--- src/sv/drrp_pkg.sv ---
// Shared types and constants for the dirty region refresh policy unit.
// No dependencies; every other file imports this package.
package drrp_pkg;

  // Field widths
  localparam int COORD_BITS     = 12;
  localparam int SIZE_BITS      = COORD_BITS + 1;
  localparam int SCALED_BITS    = COORD_BITS + 3;   // coordinate times a scale of at most 8
  localparam int AREA_BITS      = 2 * SIZE_BITS;
  localparam int CMP_BITS       = AREA_BITS + 3;    // room for area times 5
  localparam int TIME_BITS      = 32;
  localparam int COUNT_BITS     = 8;
  localparam int GAP_BITS       = 16;
  localparam int SCALE_BITS     = 4;
  localparam int KIND_BITS      = 3;
  localparam int ACTION_BITS    = 2;
  localparam int CFG_INDEX_BITS = 3;
  localparam int CFG_DATA_BITS  = 16;

  // Input kinds
  localparam logic [KIND_BITS-1:0] KIND_MARK     = 3'd0;
  localparam logic [KIND_BITS-1:0] KIND_REQ_FULL = 3'd1;
  localparam logic [KIND_BITS-1:0] KIND_CLEAR    = 3'd2;
  localparam logic [KIND_BITS-1:0] KIND_FLUSH    = 3'd3;
  localparam logic [KIND_BITS-1:0] KIND_FULL_NOW = 3'd4;

  // Result actions
  localparam logic [ACTION_BITS-1:0] ACT_NONE    = 2'd0;
  localparam logic [ACTION_BITS-1:0] ACT_PARTIAL = 2'd1;
  localparam logic [ACTION_BITS-1:0] ACT_FULL    = 2'd2;

  // Configuration register indexes
  localparam logic [CFG_INDEX_BITS-1:0] CFG_PANEL_WIDTH   = 3'd0;
  localparam logic [CFG_INDEX_BITS-1:0] CFG_PANEL_HEIGHT  = 3'd1;
  localparam logic [CFG_INDEX_BITS-1:0] CFG_SCALE_FACTOR  = 3'd2;
  localparam logic [CFG_INDEX_BITS-1:0] CFG_FULL_INTERVAL = 3'd3;
  localparam logic [CFG_INDEX_BITS-1:0] CFG_FAST_GAP_MS   = 3'd4;

  // Configuration reset values
  localparam logic [COORD_BITS-1:0] RST_PANEL_WIDTH   = 12'd960;
  localparam logic [COORD_BITS-1:0] RST_PANEL_HEIGHT  = 12'd540;
  localparam logic [SCALE_BITS-1:0] RST_SCALE_FACTOR  = 4'd2;
  localparam logic [COUNT_BITS-1:0] RST_FULL_INTERVAL = 8'd30;
  localparam logic [GAP_BITS-1:0]   RST_FAST_GAP_MS   = 16'd800;

  localparam logic [SCALE_BITS-1:0] SCALE_MIN = 4'd1;
  localparam logic [SCALE_BITS-1:0] SCALE_MAX = 4'd8;
  localparam logic [COUNT_BITS-1:0] COUNT_MAX = '1;

  typedef struct packed {
    logic [KIND_BITS-1:0]  kind;
    logic [COORD_BITS-1:0] rect_x;
    logic [COORD_BITS-1:0] rect_y;
    logic [COORD_BITS-1:0] rect_w;
    logic [COORD_BITS-1:0] rect_h;
    logic [TIME_BITS-1:0]  time_ms;
  } in_item_t;

  typedef struct packed {
    logic [ACTION_BITS-1:0] action;
    logic [COORD_BITS-1:0]  upd_x;
    logic [COORD_BITS-1:0]  upd_y;
    logic [SIZE_BITS-1:0]   upd_w;
    logic [SIZE_BITS-1:0]   upd_h;
  } out_item_t;

  typedef struct packed {
    logic [COORD_BITS-1:0] panel_width;
    logic [COORD_BITS-1:0] panel_height;
    logic [SCALE_BITS-1:0] scale_factor;
    logic [COUNT_BITS-1:0] full_interval;
    logic [GAP_BITS-1:0]   fast_gap_ms;
  } cfg_t;

  // Classified item between front and back: clipped panel rectangle
  typedef struct packed {
    logic [KIND_BITS-1:0]  kind;
    logic                  mark_ok;
    logic [COORD_BITS-1:0] x_lo;
    logic [COORD_BITS-1:0] x_hi;
    logic [COORD_BITS-1:0] y_lo;
    logic [COORD_BITS-1:0] y_hi;
    logic [TIME_BITS-1:0]  time_ms;
  } qentry_t;

endpackage

--- src/sv/drrp_front.sv ---
// Front end: accepts items, scales logical rectangles and clips them to the panel.
// Depends on drrp_pkg; feeds drrp_queue.
module drrp_front
  import drrp_pkg::*;
(
  input  logic      clk,
  input  logic      rst,
  input  cfg_t      cfg,
  input  logic      item_valid,
  output logic      item_stall,
  input  in_item_t  item,
  input  logic      q_full,
  output logic      q_push,
  output qentry_t   q_entry
);

  typedef struct packed {
    logic                  ok;
    logic [COORD_BITS-1:0] lo;
    logic [COORD_BITS-1:0] hi;
  } axis_t;

  // Clip one axis: start/len in panel pixels against the panel limit
  function automatic axis_t clip_axis(input logic [SCALED_BITS-1:0] start,
                                      input logic [SCALED_BITS-1:0] len,
                                      input logic [COORD_BITS-1:0]  limit);
    axis_t                  r;
    logic [SCALED_BITS:0]   end_pos;
    logic [SCALED_BITS:0]   lim_ext;
    lim_ext = (SCALED_BITS+1)'(limit);
    end_pos = (SCALED_BITS+1)'(start) + (SCALED_BITS+1)'(len) - (SCALED_BITS+1)'(1);
    r.ok    = (len != '0) && ((SCALED_BITS+1)'(start) < lim_ext);
    r.lo    = start[COORD_BITS-1:0];
    r.hi    = (end_pos >= lim_ext) ? (limit - COORD_BITS'(1)) : end_pos[COORD_BITS-1:0];
    return r;
  endfunction

  logic                   f1_valid;
  logic [KIND_BITS-1:0]   f1_kind;
  logic [SCALED_BITS-1:0] f1_sx, f1_sy, f1_sw, f1_sh;
  logic [TIME_BITS-1:0]   f1_time;

  logic [SCALE_BITS-1:0]  scale_eff;
  logic [SCALED_BITS-1:0] sx_next, sy_next, sw_next, sh_next;
  logic                   item_take;
  axis_t                  ax, ay;

  assign item_stall = f1_valid && q_full;
  assign item_take  = item_valid && !item_stall;
  assign q_push     = f1_valid && !q_full;

  // Scale factor outside 1..8 is clamped
  always_comb begin
    if (cfg.scale_factor < SCALE_MIN) begin
      scale_eff = SCALE_MIN;
    end else if (cfg.scale_factor > SCALE_MAX) begin
      scale_eff = SCALE_MAX;
    end else begin
      scale_eff = cfg.scale_factor;
    end
  end

  // Clear and full-now mark the whole panel; marks are scaled
  always_comb begin
    case (item.kind) inside
      KIND_CLEAR, KIND_FULL_NOW: begin
        sx_next = '0;
        sy_next = '0;
        sw_next = SCALED_BITS'(cfg.panel_width);
        sh_next = SCALED_BITS'(cfg.panel_height);
      end
      default: begin
        sx_next = SCALED_BITS'(item.rect_x) * SCALED_BITS'(scale_eff);
        sy_next = SCALED_BITS'(item.rect_y) * SCALED_BITS'(scale_eff);
        sw_next = SCALED_BITS'(item.rect_w) * SCALED_BITS'(scale_eff);
        sh_next = SCALED_BITS'(item.rect_h) * SCALED_BITS'(scale_eff);
      end
    endcase
  end

  // Input register
  always_ff @(posedge clk) begin
    if (rst) begin
      f1_valid <= 1'b0;
    end else if (item_take) begin
      f1_valid <= 1'b1;
    end else if (q_push) begin
      f1_valid <= 1'b0;
    end
  end

  always_ff @(posedge clk) begin
    if (item_take) begin
      f1_kind <= item.kind;
      f1_sx   <= sx_next;
      f1_sy   <= sy_next;
      f1_sw   <= sw_next;
      f1_sh   <= sh_next;
      f1_time <= item.time_ms;
    end
  end

  // Clip and build the queue entry
  always_comb begin
    ax = clip_axis(f1_sx, f1_sw, cfg.panel_width);
    ay = clip_axis(f1_sy, f1_sh, cfg.panel_height);
    q_entry.kind    = f1_kind;
    q_entry.mark_ok = ax.ok && ay.ok;
    q_entry.x_lo    = ax.lo;
    q_entry.x_hi    = ax.hi;
    q_entry.y_lo    = ay.lo;
    q_entry.y_hi    = ay.hi;
    q_entry.time_ms = f1_time;
  end

endmodule

--- src/sv/drrp_queue.sv ---
// Short FIFO between the front end and the back end.
// Depends on drrp_pkg for the entry type.
module drrp_queue
  import drrp_pkg::*;
#(
  parameter int DEPTH = 4
)
(
  input  logic    clk,
  input  logic    rst,
  input  logic    push,
  input  qentry_t push_data,
  output logic    full,
  input  logic    pop,
  output qentry_t pop_data,
  output logic    empty
);

  localparam int PTR_BITS = (DEPTH > 1) ? $clog2(DEPTH) : 1;
  localparam int CNT_BITS = $clog2(DEPTH + 1);

  qentry_t               entries [DEPTH];
  logic [PTR_BITS-1:0]   wr_ptr, rd_ptr;
  logic [CNT_BITS-1:0]   count;
  logic                  do_push, do_pop;

  assign full     = (count == CNT_BITS'(DEPTH));
  assign empty    = (count == '0);
  assign do_push  = push && !full;
  assign do_pop   = pop && !empty;
  assign pop_data = entries[rd_ptr];

  // Pointers and fill count
  always_ff @(posedge clk) begin
    if (rst) begin
      wr_ptr <= '0;
      rd_ptr <= '0;
      count  <= '0;
    end else begin
      if (do_push) begin
        wr_ptr <= (wr_ptr == PTR_BITS'(DEPTH - 1)) ? '0 : wr_ptr + PTR_BITS'(1);
      end
      if (do_pop) begin
        rd_ptr <= (rd_ptr == PTR_BITS'(DEPTH - 1)) ? '0 : rd_ptr + PTR_BITS'(1);
      end
      if (do_push && !do_pop) begin
        count <= count + CNT_BITS'(1);
      end else if (do_pop && !do_push) begin
        count <= count - CNT_BITS'(1);
      end
    end
  end

  // Entry storage
  always_ff @(posedge clk) begin
    if (do_push) begin
      entries[wr_ptr] <= push_data;
    end
  end

endmodule

--- src/sv/drrp_back.sv ---
// Back end: dirty box tracking, area stage, refresh decision and output register.
// Depends on drrp_pkg; pops entries from drrp_queue.
module drrp_back
  import drrp_pkg::*;
(
  input  logic      clk,
  input  logic      rst,
  input  cfg_t      cfg,
  input  logic      q_empty,
  output logic      q_pop,
  input  qentry_t   q_data,
  output logic      result_valid,
  input  logic      result_stall,
  output out_item_t result
);

  logic en;

  // Dirty box state
  logic                  box_valid;
  logic [COORD_BITS-1:0] box_left, box_top, box_right, box_bottom;

  // Stage A: box snapshot
  logic                  sa_valid;
  logic [KIND_BITS-1:0]  sa_kind;
  logic                  sa_box_valid;
  logic [COORD_BITS-1:0] sa_left, sa_top, sa_right, sa_bottom;
  logic [TIME_BITS-1:0]  sa_time;

  // Stage B: box size and area
  logic                  sb_valid;
  logic [KIND_BITS-1:0]  sb_kind;
  logic                  sb_box_valid;
  logic [COORD_BITS-1:0] sb_x, sb_y;
  logic [SIZE_BITS-1:0]  sb_dw, sb_dh;
  logic [AREA_BITS-1:0]  sb_area;
  logic [TIME_BITS-1:0]  sb_time;

  // Panel area thresholds, recomputed every cycle from configuration
  logic [AREA_BITS-1:0]  panel_area;
  logic [CMP_BITS-1:0]   pa3, pa2;

  // Policy state
  logic                  full_latch, full_latch_next;
  logic [COUNT_BITS-1:0] partial_count, partial_count_next;
  logic [TIME_BITS-1:0]  last_flush_time, last_flush_time_next;
  logic                  flushed_before, flushed_before_next;

  // Output register
  logic                  out_valid;
  out_item_t             out_item;

  logic                  mark, is_flush;
  logic                  eff_valid;
  logic [COORD_BITS-1:0] eff_left, eff_top, eff_right, eff_bottom;
  logic [SIZE_BITS-1:0]  dw, dh;
  logic                  latch_eff, huge, fast, count_hit, go_full;
  logic [CMP_BITS-1:0]   area4, area5;
  logic [TIME_BITS-1:0]  elapsed;
  out_item_t             res;

  assign en           = !out_valid || !result_stall;
  assign q_pop        = en && !q_empty;
  assign result_valid = out_valid;
  assign result       = out_item;

  // Merge the clipped rectangle into the box
  always_comb begin
    case (q_data.kind) inside
      KIND_MARK, KIND_CLEAR, KIND_FULL_NOW: mark = q_data.mark_ok;
      default:                              mark = 1'b0;
    endcase
    is_flush  = (q_data.kind == KIND_FLUSH) || (q_data.kind == KIND_FULL_NOW);
    eff_valid = box_valid || mark;
    if (!mark) begin
      eff_left   = box_left;
      eff_top    = box_top;
      eff_right  = box_right;
      eff_bottom = box_bottom;
    end else if (!box_valid) begin
      eff_left   = q_data.x_lo;
      eff_top    = q_data.y_lo;
      eff_right  = q_data.x_hi;
      eff_bottom = q_data.y_hi;
    end else begin
      eff_left   = (q_data.x_lo < box_left)   ? q_data.x_lo : box_left;
      eff_top    = (q_data.y_lo < box_top)    ? q_data.y_lo : box_top;
      eff_right  = (q_data.x_hi > box_right)  ? q_data.x_hi : box_right;
      eff_bottom = (q_data.y_hi > box_bottom) ? q_data.y_hi : box_bottom;
    end
  end

  // Box state: a flush empties it
  always_ff @(posedge clk) begin
    if (rst) begin
      box_valid <= 1'b0;
    end else if (q_pop) begin
      box_valid <= eff_valid && !is_flush;
    end
  end

  always_ff @(posedge clk) begin
    if (q_pop) begin
      box_left   <= eff_left;
      box_top    <= eff_top;
      box_right  <= eff_right;
      box_bottom <= eff_bottom;
    end
  end

  // Stage A register
  always_ff @(posedge clk) begin
    if (rst) begin
      sa_valid <= 1'b0;
    end else if (en) begin
      sa_valid <= !q_empty;
    end
  end

  always_ff @(posedge clk) begin
    if (q_pop) begin
      sa_kind      <= q_data.kind;
      sa_box_valid <= eff_valid;
      sa_left      <= eff_left;
      sa_top       <= eff_top;
      sa_right     <= eff_right;
      sa_bottom    <= eff_bottom;
      sa_time      <= q_data.time_ms;
    end
  end

  // Stage B: box dimensions and area
  assign dw = SIZE_BITS'(sa_right) - SIZE_BITS'(sa_left) + SIZE_BITS'(1);
  assign dh = SIZE_BITS'(sa_bottom) - SIZE_BITS'(sa_top) + SIZE_BITS'(1);

  always_ff @(posedge clk) begin
    if (rst) begin
      sb_valid <= 1'b0;
    end else if (en) begin
      sb_valid <= sa_valid;
    end
  end

  always_ff @(posedge clk) begin
    if (en && sa_valid) begin
      sb_kind      <= sa_kind;
      sb_box_valid <= sa_box_valid;
      sb_x         <= sa_left;
      sb_y         <= sa_top;
      sb_dw        <= dw;
      sb_dh        <= dh;
      sb_area      <= AREA_BITS'(dw) * AREA_BITS'(dh);
      sb_time      <= sa_time;
    end
  end

  // Panel thresholds: 3x and 2x the panel area
  always_ff @(posedge clk) begin
    panel_area <= AREA_BITS'(cfg.panel_width) * AREA_BITS'(cfg.panel_height);
    pa3        <= (CMP_BITS'(panel_area) << 1) + CMP_BITS'(panel_area);
    pa2        <= CMP_BITS'(panel_area) << 1;
  end

  // Refresh decision
  always_comb begin
    area4     = CMP_BITS'(sb_area) << 2;
    area5     = area4 + CMP_BITS'(sb_area);
    elapsed   = sb_time - last_flush_time;
    latch_eff = full_latch || (sb_kind == KIND_FULL_NOW);
    huge      = area4 > pa3;
    fast      = flushed_before && (elapsed < TIME_BITS'(cfg.fast_gap_ms)) && (area5 > pa2);
    count_hit = partial_count >= cfg.full_interval;
    go_full   = latch_eff || huge || fast || count_hit;

    res                  = '0;
    full_latch_next      = full_latch;
    partial_count_next   = partial_count;
    last_flush_time_next = last_flush_time;
    flushed_before_next  = flushed_before;

    unique case (sb_kind) inside
      KIND_REQ_FULL, KIND_CLEAR: begin
        full_latch_next = 1'b1;
      end
      KIND_FLUSH, KIND_FULL_NOW: begin
        full_latch_next = latch_eff;
        // An empty box gives no action and leaves the count and flush time as they were
        if (sb_box_valid) begin
          if (go_full) begin
            res.action         = ACT_FULL;
            res.upd_w          = SIZE_BITS'(cfg.panel_width);
            res.upd_h          = SIZE_BITS'(cfg.panel_height);
            partial_count_next = '0;
            full_latch_next    = 1'b0;
          end else begin
            res.action = ACT_PARTIAL;
            res.upd_x  = sb_x;
            res.upd_y  = sb_y;
            res.upd_w  = sb_dw;
            res.upd_h  = sb_dh;
            if (partial_count != COUNT_MAX) begin
              partial_count_next = partial_count + COUNT_BITS'(1);
            end
          end
          last_flush_time_next = sb_time;
          flushed_before_next  = 1'b1;
        end
      end
      default: begin
      end
    endcase
  end

  // Policy state
  always_ff @(posedge clk) begin
    if (rst) begin
      full_latch      <= 1'b1;
      partial_count   <= '0;
      last_flush_time <= '0;
      flushed_before  <= 1'b0;
    end else if (en && sb_valid) begin
      full_latch      <= full_latch_next;
      partial_count   <= partial_count_next;
      last_flush_time <= last_flush_time_next;
      flushed_before  <= flushed_before_next;
    end
  end

  // Output register
  always_ff @(posedge clk) begin
    if (rst) begin
      out_valid <= 1'b0;
    end else if (en) begin
      out_valid <= sb_valid;
    end
  end

  always_ff @(posedge clk) begin
    if (en) begin
      out_item <= res;
    end
  end

endmodule

--- src/sv/dirty_region_refresh_policy_unit.sv ---
// Top level of the dirty region refresh policy unit: configuration registers,
// front end, queue and back end. Depends on drrp_pkg, drrp_front, drrp_queue, drrp_back.
//
// Usage:
//   item channel (item_valid/item_stall/item) carries mark, request-full, clear,
//   flush and full-now transactions; result channel (result_valid/result_stall/
//   result) returns exactly one transaction per item, in order: action none,
//   partial (box region) or full (whole panel).
//   Configuration is written through cfg_we/cfg_index/cfg_data while idle.
// Timing:
//   items pass the input register, queue, stage A, stage B and output register;
//   while result_stall is low, throughput is one item per cycle, set by the back-end
//   pipeline (box merge, area multiply, decision) advancing one transaction each cycle.
// Reset (rst, synchronous): configuration takes its defaults, the dirty box is
//   empty, the full latch is set so the first real flush is a full update.
// Stall: while result_stall holds, the result register keeps its transaction,
//   the back end freezes and the queue of QUEUE_DEPTH entries absorbs items;
//   item_stall rises only once the queue and the input register are full.
module dirty_region_refresh_policy_unit
  import drrp_pkg::*;
#(
  parameter int QUEUE_DEPTH = 4
)
(
  input  logic                      clk,
  input  logic                      rst,
  input  logic                      cfg_we,
  input  logic [CFG_INDEX_BITS-1:0] cfg_index,
  input  logic [CFG_DATA_BITS-1:0]  cfg_data,
  input  logic                      item_valid,
  output logic                      item_stall,
  input  in_item_t                  item,
  output logic                      result_valid,
  input  logic                      result_stall,
  output out_item_t                 result
);

  cfg_t    cfg;
  logic    q_push, q_full, q_pop, q_empty;
  qentry_t q_wdata, q_rdata;

  // Configuration registers
  always_ff @(posedge clk) begin
    if (rst) begin
      cfg.panel_width   <= RST_PANEL_WIDTH;
      cfg.panel_height  <= RST_PANEL_HEIGHT;
      cfg.scale_factor  <= RST_SCALE_FACTOR;
      cfg.full_interval <= RST_FULL_INTERVAL;
      cfg.fast_gap_ms   <= RST_FAST_GAP_MS;
    end else if (cfg_we) begin
      unique case (cfg_index)
        CFG_PANEL_WIDTH:   cfg.panel_width   <= cfg_data[COORD_BITS-1:0];
        CFG_PANEL_HEIGHT:  cfg.panel_height  <= cfg_data[COORD_BITS-1:0];
        CFG_SCALE_FACTOR:  cfg.scale_factor  <= cfg_data[SCALE_BITS-1:0];
        CFG_FULL_INTERVAL: cfg.full_interval <= cfg_data[COUNT_BITS-1:0];
        CFG_FAST_GAP_MS:   cfg.fast_gap_ms   <= cfg_data[GAP_BITS-1:0];
        default: begin
        end
      endcase
    end
  end

  drrp_front u_front (
    .clk        (clk),
    .rst        (rst),
    .cfg        (cfg),
    .item_valid (item_valid),
    .item_stall (item_stall),
    .item       (item),
    .q_full     (q_full),
    .q_push     (q_push),
    .q_entry    (q_wdata)
  );

  drrp_queue #(
    .DEPTH (QUEUE_DEPTH)
  ) u_queue (
    .clk       (clk),
    .rst       (rst),
    .push      (q_push),
    .push_data (q_wdata),
    .full      (q_full),
    .pop       (q_pop),
    .pop_data  (q_rdata),
    .empty     (q_empty)
  );

  drrp_back u_back (
    .clk          (clk),
    .rst          (rst),
    .cfg          (cfg),
    .q_empty      (q_empty),
    .q_pop        (q_pop),
    .q_data       (q_rdata),
    .result_valid (result_valid),
    .result_stall (result_stall),
    .result       (result)
  );

endmodule

--- config.mk ---
export PLATFORM = sky130hd
export DESIGN_NAME = dirty_region_refresh_policy_unit
export DESIGN_NICKNAME = d
export VERILOG_FILES = /design/src/sv/drrp_pkg.sv /design/src/sv/drrp_front.sv /design/src/sv/drrp_queue.sv /design/src/sv/drrp_back.sv /design/src/sv/dirty_region_refresh_policy_unit.sv
export SDC_FILE = /design/constraint.sdc
export NUM_CORES = 2
export LEC_CHECK = 0
export ABC_AREA = 1
export BUFFER_PORTS_ARGS = -buffer_cell sky130_fd_sc_hd__buf_2
export CAP_MARGIN = 20
export CORE_ASPECT_RATIO = 0.8
export CORE_MARGIN = 2
export CORE_UTILIZATION = 45
export DETAILED_ROUTE_END_ITERATION = 12
export GPL_ROUTABILITY_DRIVEN = 1
export PLACE_DENSITY = 0.59
export SLEW_MARGIN = 20
export SYNTH_ARGS = -nofsm -noshare
export SYNTH_HDL_FRONTEND = slang
export SYNTH_SLANG_ARGS = --single-unit
--- constraint.sdc ---
create_clock -name clk -period 9.5 [get_ports clk]
set_clock_uncertainty 0.15 [all_clocks]
set_input_delay 1.9 -clock clk [delete_from_list [all_inputs] [get_ports clk]]
set_output_delay 1.9 -clock clk [all_outputs]
set_load 0.1 [all_outputs]
==> results <==
- The flow ran to the end, and the final reports show no timing, DRC or antenna violations.
- The number of violations reported at the end of detailed-routing iteration 0 is 3879.
- For the worst setup path, the data required time is 9800 ps.
- In this design, the stage delay of the slowest critical-path cell is 550 ps.
- The number of global-route vias before repair is 39100.
- The initialized floorplan defines 116 standard-cell rows.
- In this run the critical register-to-register path is launched from u_back.box_top[1].
- In this run the worst path has a maximum fanout of 8.
- The number of nets at the end of the flow is 7172.
- After clock tree synthesis, the clock-pin slew on the worst setup and hold paths is 70 ps.
- The first-pass GRT wire length is 238000 um.
- The number of instances in the synthesized netlist is 6048.
- 161 I/O pins were placed.
- In this design, the critical path's most frequently occurring cell is sky130_fd_sc_hd__fa_1.
- Synthesis inferred 860 register bits.
- The synthesized net count is 7025.
- Summed over all instances, the cell type with the most area after synthesis is sky130_fd_sc_hd__edfxtp_1.
- The number of max-cap violations is 0.
- In this run the remaining antenna-violating nets after routing total 0.
- For this run, design rule violations remaining after detail routing come to 0.
- Of the cells placed in the final design, the portion with a size suffix greater than 1 is 0.0681.
- Among all stages on the critical path, the largest delay is contributed by sky130_fd_sc_hd__fa_1.
- The length of the first detailed-routing pass in iterations is 5.
- STA puts the critical path data arrival time at 8600 ps.
- By area the synthesized netlist is led by sky130_fd_sc_hd__edfxtp_1 (36%), sky130_fd_sc_hd__ha_1 (12%), sky130_fd_sc_hd__fa_1 (11%).
- The hold violation count in the final report is 0.
- Leaving out fill and tap cells, the most frequent cells in the layout are sky130_fd_sc_hd__inv_1 (1132), sky130_fd_sc_hd__nand2_1 (1039), sky130_fd_sc_hd__edfxtp_1 (679).
- The floorplan step defined a die boundary enclosing 129000 um2.
- The mapped cell area is 56700 um2.
- The initial core utilization is 0.454.
- The post-route clock period utilization is 0.873.
- After synthesis, the share of cell area in mux cells is 0.
- The die is 321 um tall.
- The commonest non-fill, non-tap cell in the layout is sky130_fd_sc_hd__inv_1.
- Setup repair after global routing left no endpoint under its margin.
- For this block, wires on met1 add up to 76600 um.
- The initial antenna violation count was 9.
- The mean number of vias per cell is 5.23.
- The HPWL after detailed placement is 120000 um.
- STA classifies the critical path startpoint as a register.
- The number of different library cells used by synthesis comes to 65.
- No sink is reached through more buffers than the 3 on the longest clock path.
- The dominant register cell in the synthesized netlist is sky130_fd_sc_hd__edfxtp_1.
- The total vias in the final route is 41400.
- Of the total synthesized cell area, the portion taken by AND, OR, NAND and NOR gates is 0.133.
- For flop-to-flop paths, the worst setup slack is 1200 ps.
- The chip width is 401 um.
- After clock tree synthesis, the repair step resized 0 gates.
- The synthesized area per cell is 9.37 um2.
- The H-tree depth is 3.
- The xor/xnor share of the synthesized area is 0.0264.
- For this run, the register share of the synthesized area comes to 0.424.
- For this design, the sink count on the clock tree is 860.
- In this run the tightest slew margin relative to its limit is 0.249.
- Detailed routing placed a total of 13400 um of wire on met3.
- Compared with the post-synthesis result, the final layout area differs by 10.2%.
- The portion of synthesized cell area occupied by the leading cell type is 0.360.
- The remaining global-route overflow is 0.
- The TritonCTS buffer count is 90.
- Setup total negative slack on the finished layout was measured at 0 ps.
- The number of pins exceeding their max-slew limit in the final report is 0.
- The post-synthesis compound-gate area fraction is 0.0972.
- The core region is 125000 um2.
- TritonCTS built the clock tree.
- Clock tree synthesis selected as its root buffer the cell sky130_fd_sc_hd__clkbuf_16.
- In this run the critical register-to-register path is captured at u_back.sb_area[23].
- The average routed wire per standard cell is 19.9 um.
- During placement, the flow inserted port buffers numbering 160.
- The worst hold path passes through 0 cells.
- The hold path startpoint is u_back.panel_area[13].
- For this run, asynchronously set or reset flops after synthesis account for 0.
- The routed design uses 64400 um of met2 wire.
- The congestion estimate from routability-driven global placement came to 0.942.
- The path class of the tightest hold or removal check is reg -> reg.
- After clock tree synthesis, the flow added hold-fix buffers numbering 0.
- STA classifies the critical path endpoint as a register.
- The source-to-sink clock delay at the later pin of the worst-skew pair is 740 ps.
- Counting flops with a built-in enable in the synthesized netlist gives 679.
- Entering global routing, the biggest net connects 92 pins.
- Of the total synthesized cell area, the portion taken by full adders, half adders and majority gates is 0.233.
- The clock period could shrink to 8300 ps.
- The classification of the worst setup path is reg -> reg.
- During synthesis, Yosys emitted a total of 0 warnings.
- The achievable clock frequency is 121 MHz.
- Setup violations remaining at the end of the flow were counted as 0.
- The endpoint of the worst hold path is u_back.pa2[14].
- The dominant combinational cell family by area after synthesis is adder cells.
- The number of cells on the worst reg-to-reg path is 32.
- The total wire length is 158000 um.
- The post-CTS setup buffer count is 0.
- For this run, the total global-route usage over all layers was measured as 0.244.
- The highest metal layer carrying signal wires in the routed design is met4.
- The pin slew with the least headroom to its limit is 1120 ps.
==> stage by stage <==
step | cells | worst slack, ps | util | hold slack [ps] | area [um2]
after floorplan | 6048 | 2140 | - | 187 | 56700
after global placement | 7755 | 1330 | 0.475 | 225 | 59300
after detailed placement | 7755 | 1320 | 0.475 | 229 | 59300
after CTS | 7925 | 1290 | 0.500 | 242 | 62400
after global routing | 7926 | 693 | 0.500 | 249 | 62400
final | 7929 | 1200 | 0.500 | 240 | 62400
==> cell usage after synthesis (9+ instances only) <==
master and count:
sky130_fd_sc_hd__o211ai_1 23, sky130_fd_sc_hd__nor2_2 10, sky130_fd_sc_hd__nand3_1 113, sky130_fd_sc_hd__nand3b_1 9, sky130_fd_sc_hd__dfxtp_1 181, sky130_fd_sc_hd__a21o_1 13
sky130_fd_sc_hd__xor2_1 120, sky130_fd_sc_hd__o31ai_1 9, sky130_fd_sc_hd__nand2_2 16, sky130_fd_sc_hd__o21a_1 13, sky130_fd_sc_hd__ha_1 561, sky130_fd_sc_hd__o21ai_0 360
sky130_fd_sc_hd__clkbuf_1 136, sky130_fd_sc_hd__o22ai_1 83, sky130_fd_sc_hd__o21ai_1 35, sky130_fd_sc_hd__nor3_1 31, sky130_fd_sc_hd__or2_2 14, sky130_fd_sc_hd__nand4_1 48
sky130_fd_sc_hd__nand2_1 1041, sky130_fd_sc_hd__inv_1 1136, sky130_fd_sc_hd__a21oi_1 374, sky130_fd_sc_hd__o21bai_1 19, sky130_fd_sc_hd__xnor2_1 47, sky130_fd_sc_hd__edfxtp_1 679
sky130_fd_sc_hd__nor2_1 532, sky130_fd_sc_hd__nor4_1 10, sky130_fd_sc_hd__fa_1 309, sky130_fd_sc_hd__clkinv_1 13, sky130_fd_sc_hd__a31oi_1 18, sky130_fd_sc_hd__o21ai_2 9
==> metal layers <==
layer  global-route usage  vias up
met2                0.351     1332
met1                0.375    19900
li1                     -    20100
met4               0.0532        0
met5                    0        -
met3               0.0527      182
==> worst max-delay path by stage <==
stage                       from            endpoint  cells after the start
6_report       u_back.box_top[1]  u_back.sb_area[23]                     32
5_1_grt        u_back.box_top[1]  u_back.sb_area[22]                     33
4_1_cts        u_back.box_top[1]  u_back.sb_area[22]                     33
3_5_place_dp   u_back.box_top[1]  u_back.sb_area[22]                     33
3_3_place_gp   u_back.box_top[1]  u_back.sb_area[22]                     33
2_1_floorplan  u_back.box_top[1]  u_back.sb_area[22]                     33
==> worst max-delay path, delay by kind of cell (launching register included) <==
kind | cells | cell delay [ps]
AO/OA/AOI/OAI | 10 | 1870
flip-flops | 1 | 410
AND/OR/NAND/NOR | 7 | 700
adder cells (fa/ha/maj) | 9 | 3890
buffers and inverters | 4 | 430
XOR/XNOR | 2 | 610
==> state kept, by name, summed over array words and instances, names as in the netlist, 15 cells and up, named ones only <==
| register | flops |
|---|---|
| u_front.f1_time | 32 |
| cfg | 52 |
| u_back.sa_time | 32 |
| u_queue.entries | 336 |
| u_front.f1_sy | 15 |
| u_back.pa3 | 25 |
| u_back.result | 52 |
| u_back.sb_area | 26 |
| u_back.last_flush_time | 32 |
| u_front.f1_sw | 15 |
| u_back.sb_time | 32 |
| u_front.f1_sx | 15 |
| u_front.f1_sh | 15 |
| u_back.panel_area | 24 |
| u_back.pa2 | 24 |
==> cells by family after synthesis <==
logic type / after synthesis
fa+ha+maj: 870
simple gates: 1848
xor+xnor: 169
buf+inv: 1301
flops: 860
compound gates: 1000
==> cell type report <==
class / instances / area (um2)
inverters: 1152 / 4340
multi-input cells: 3887 / 27800
diodes: 4 / 10.0
clock buffers: 113 / 2380
flip-flops and latches: 860 / 24000
fillers: 11600 / 62500
well taps: 1652 / 2070
clock inverters: 57 / 706
repair buffers: 204 / 1130
Power is left out: the tool's default activity adds up to more than one toggle a clock period on the data nets, which glitch-free logic cannot reach.
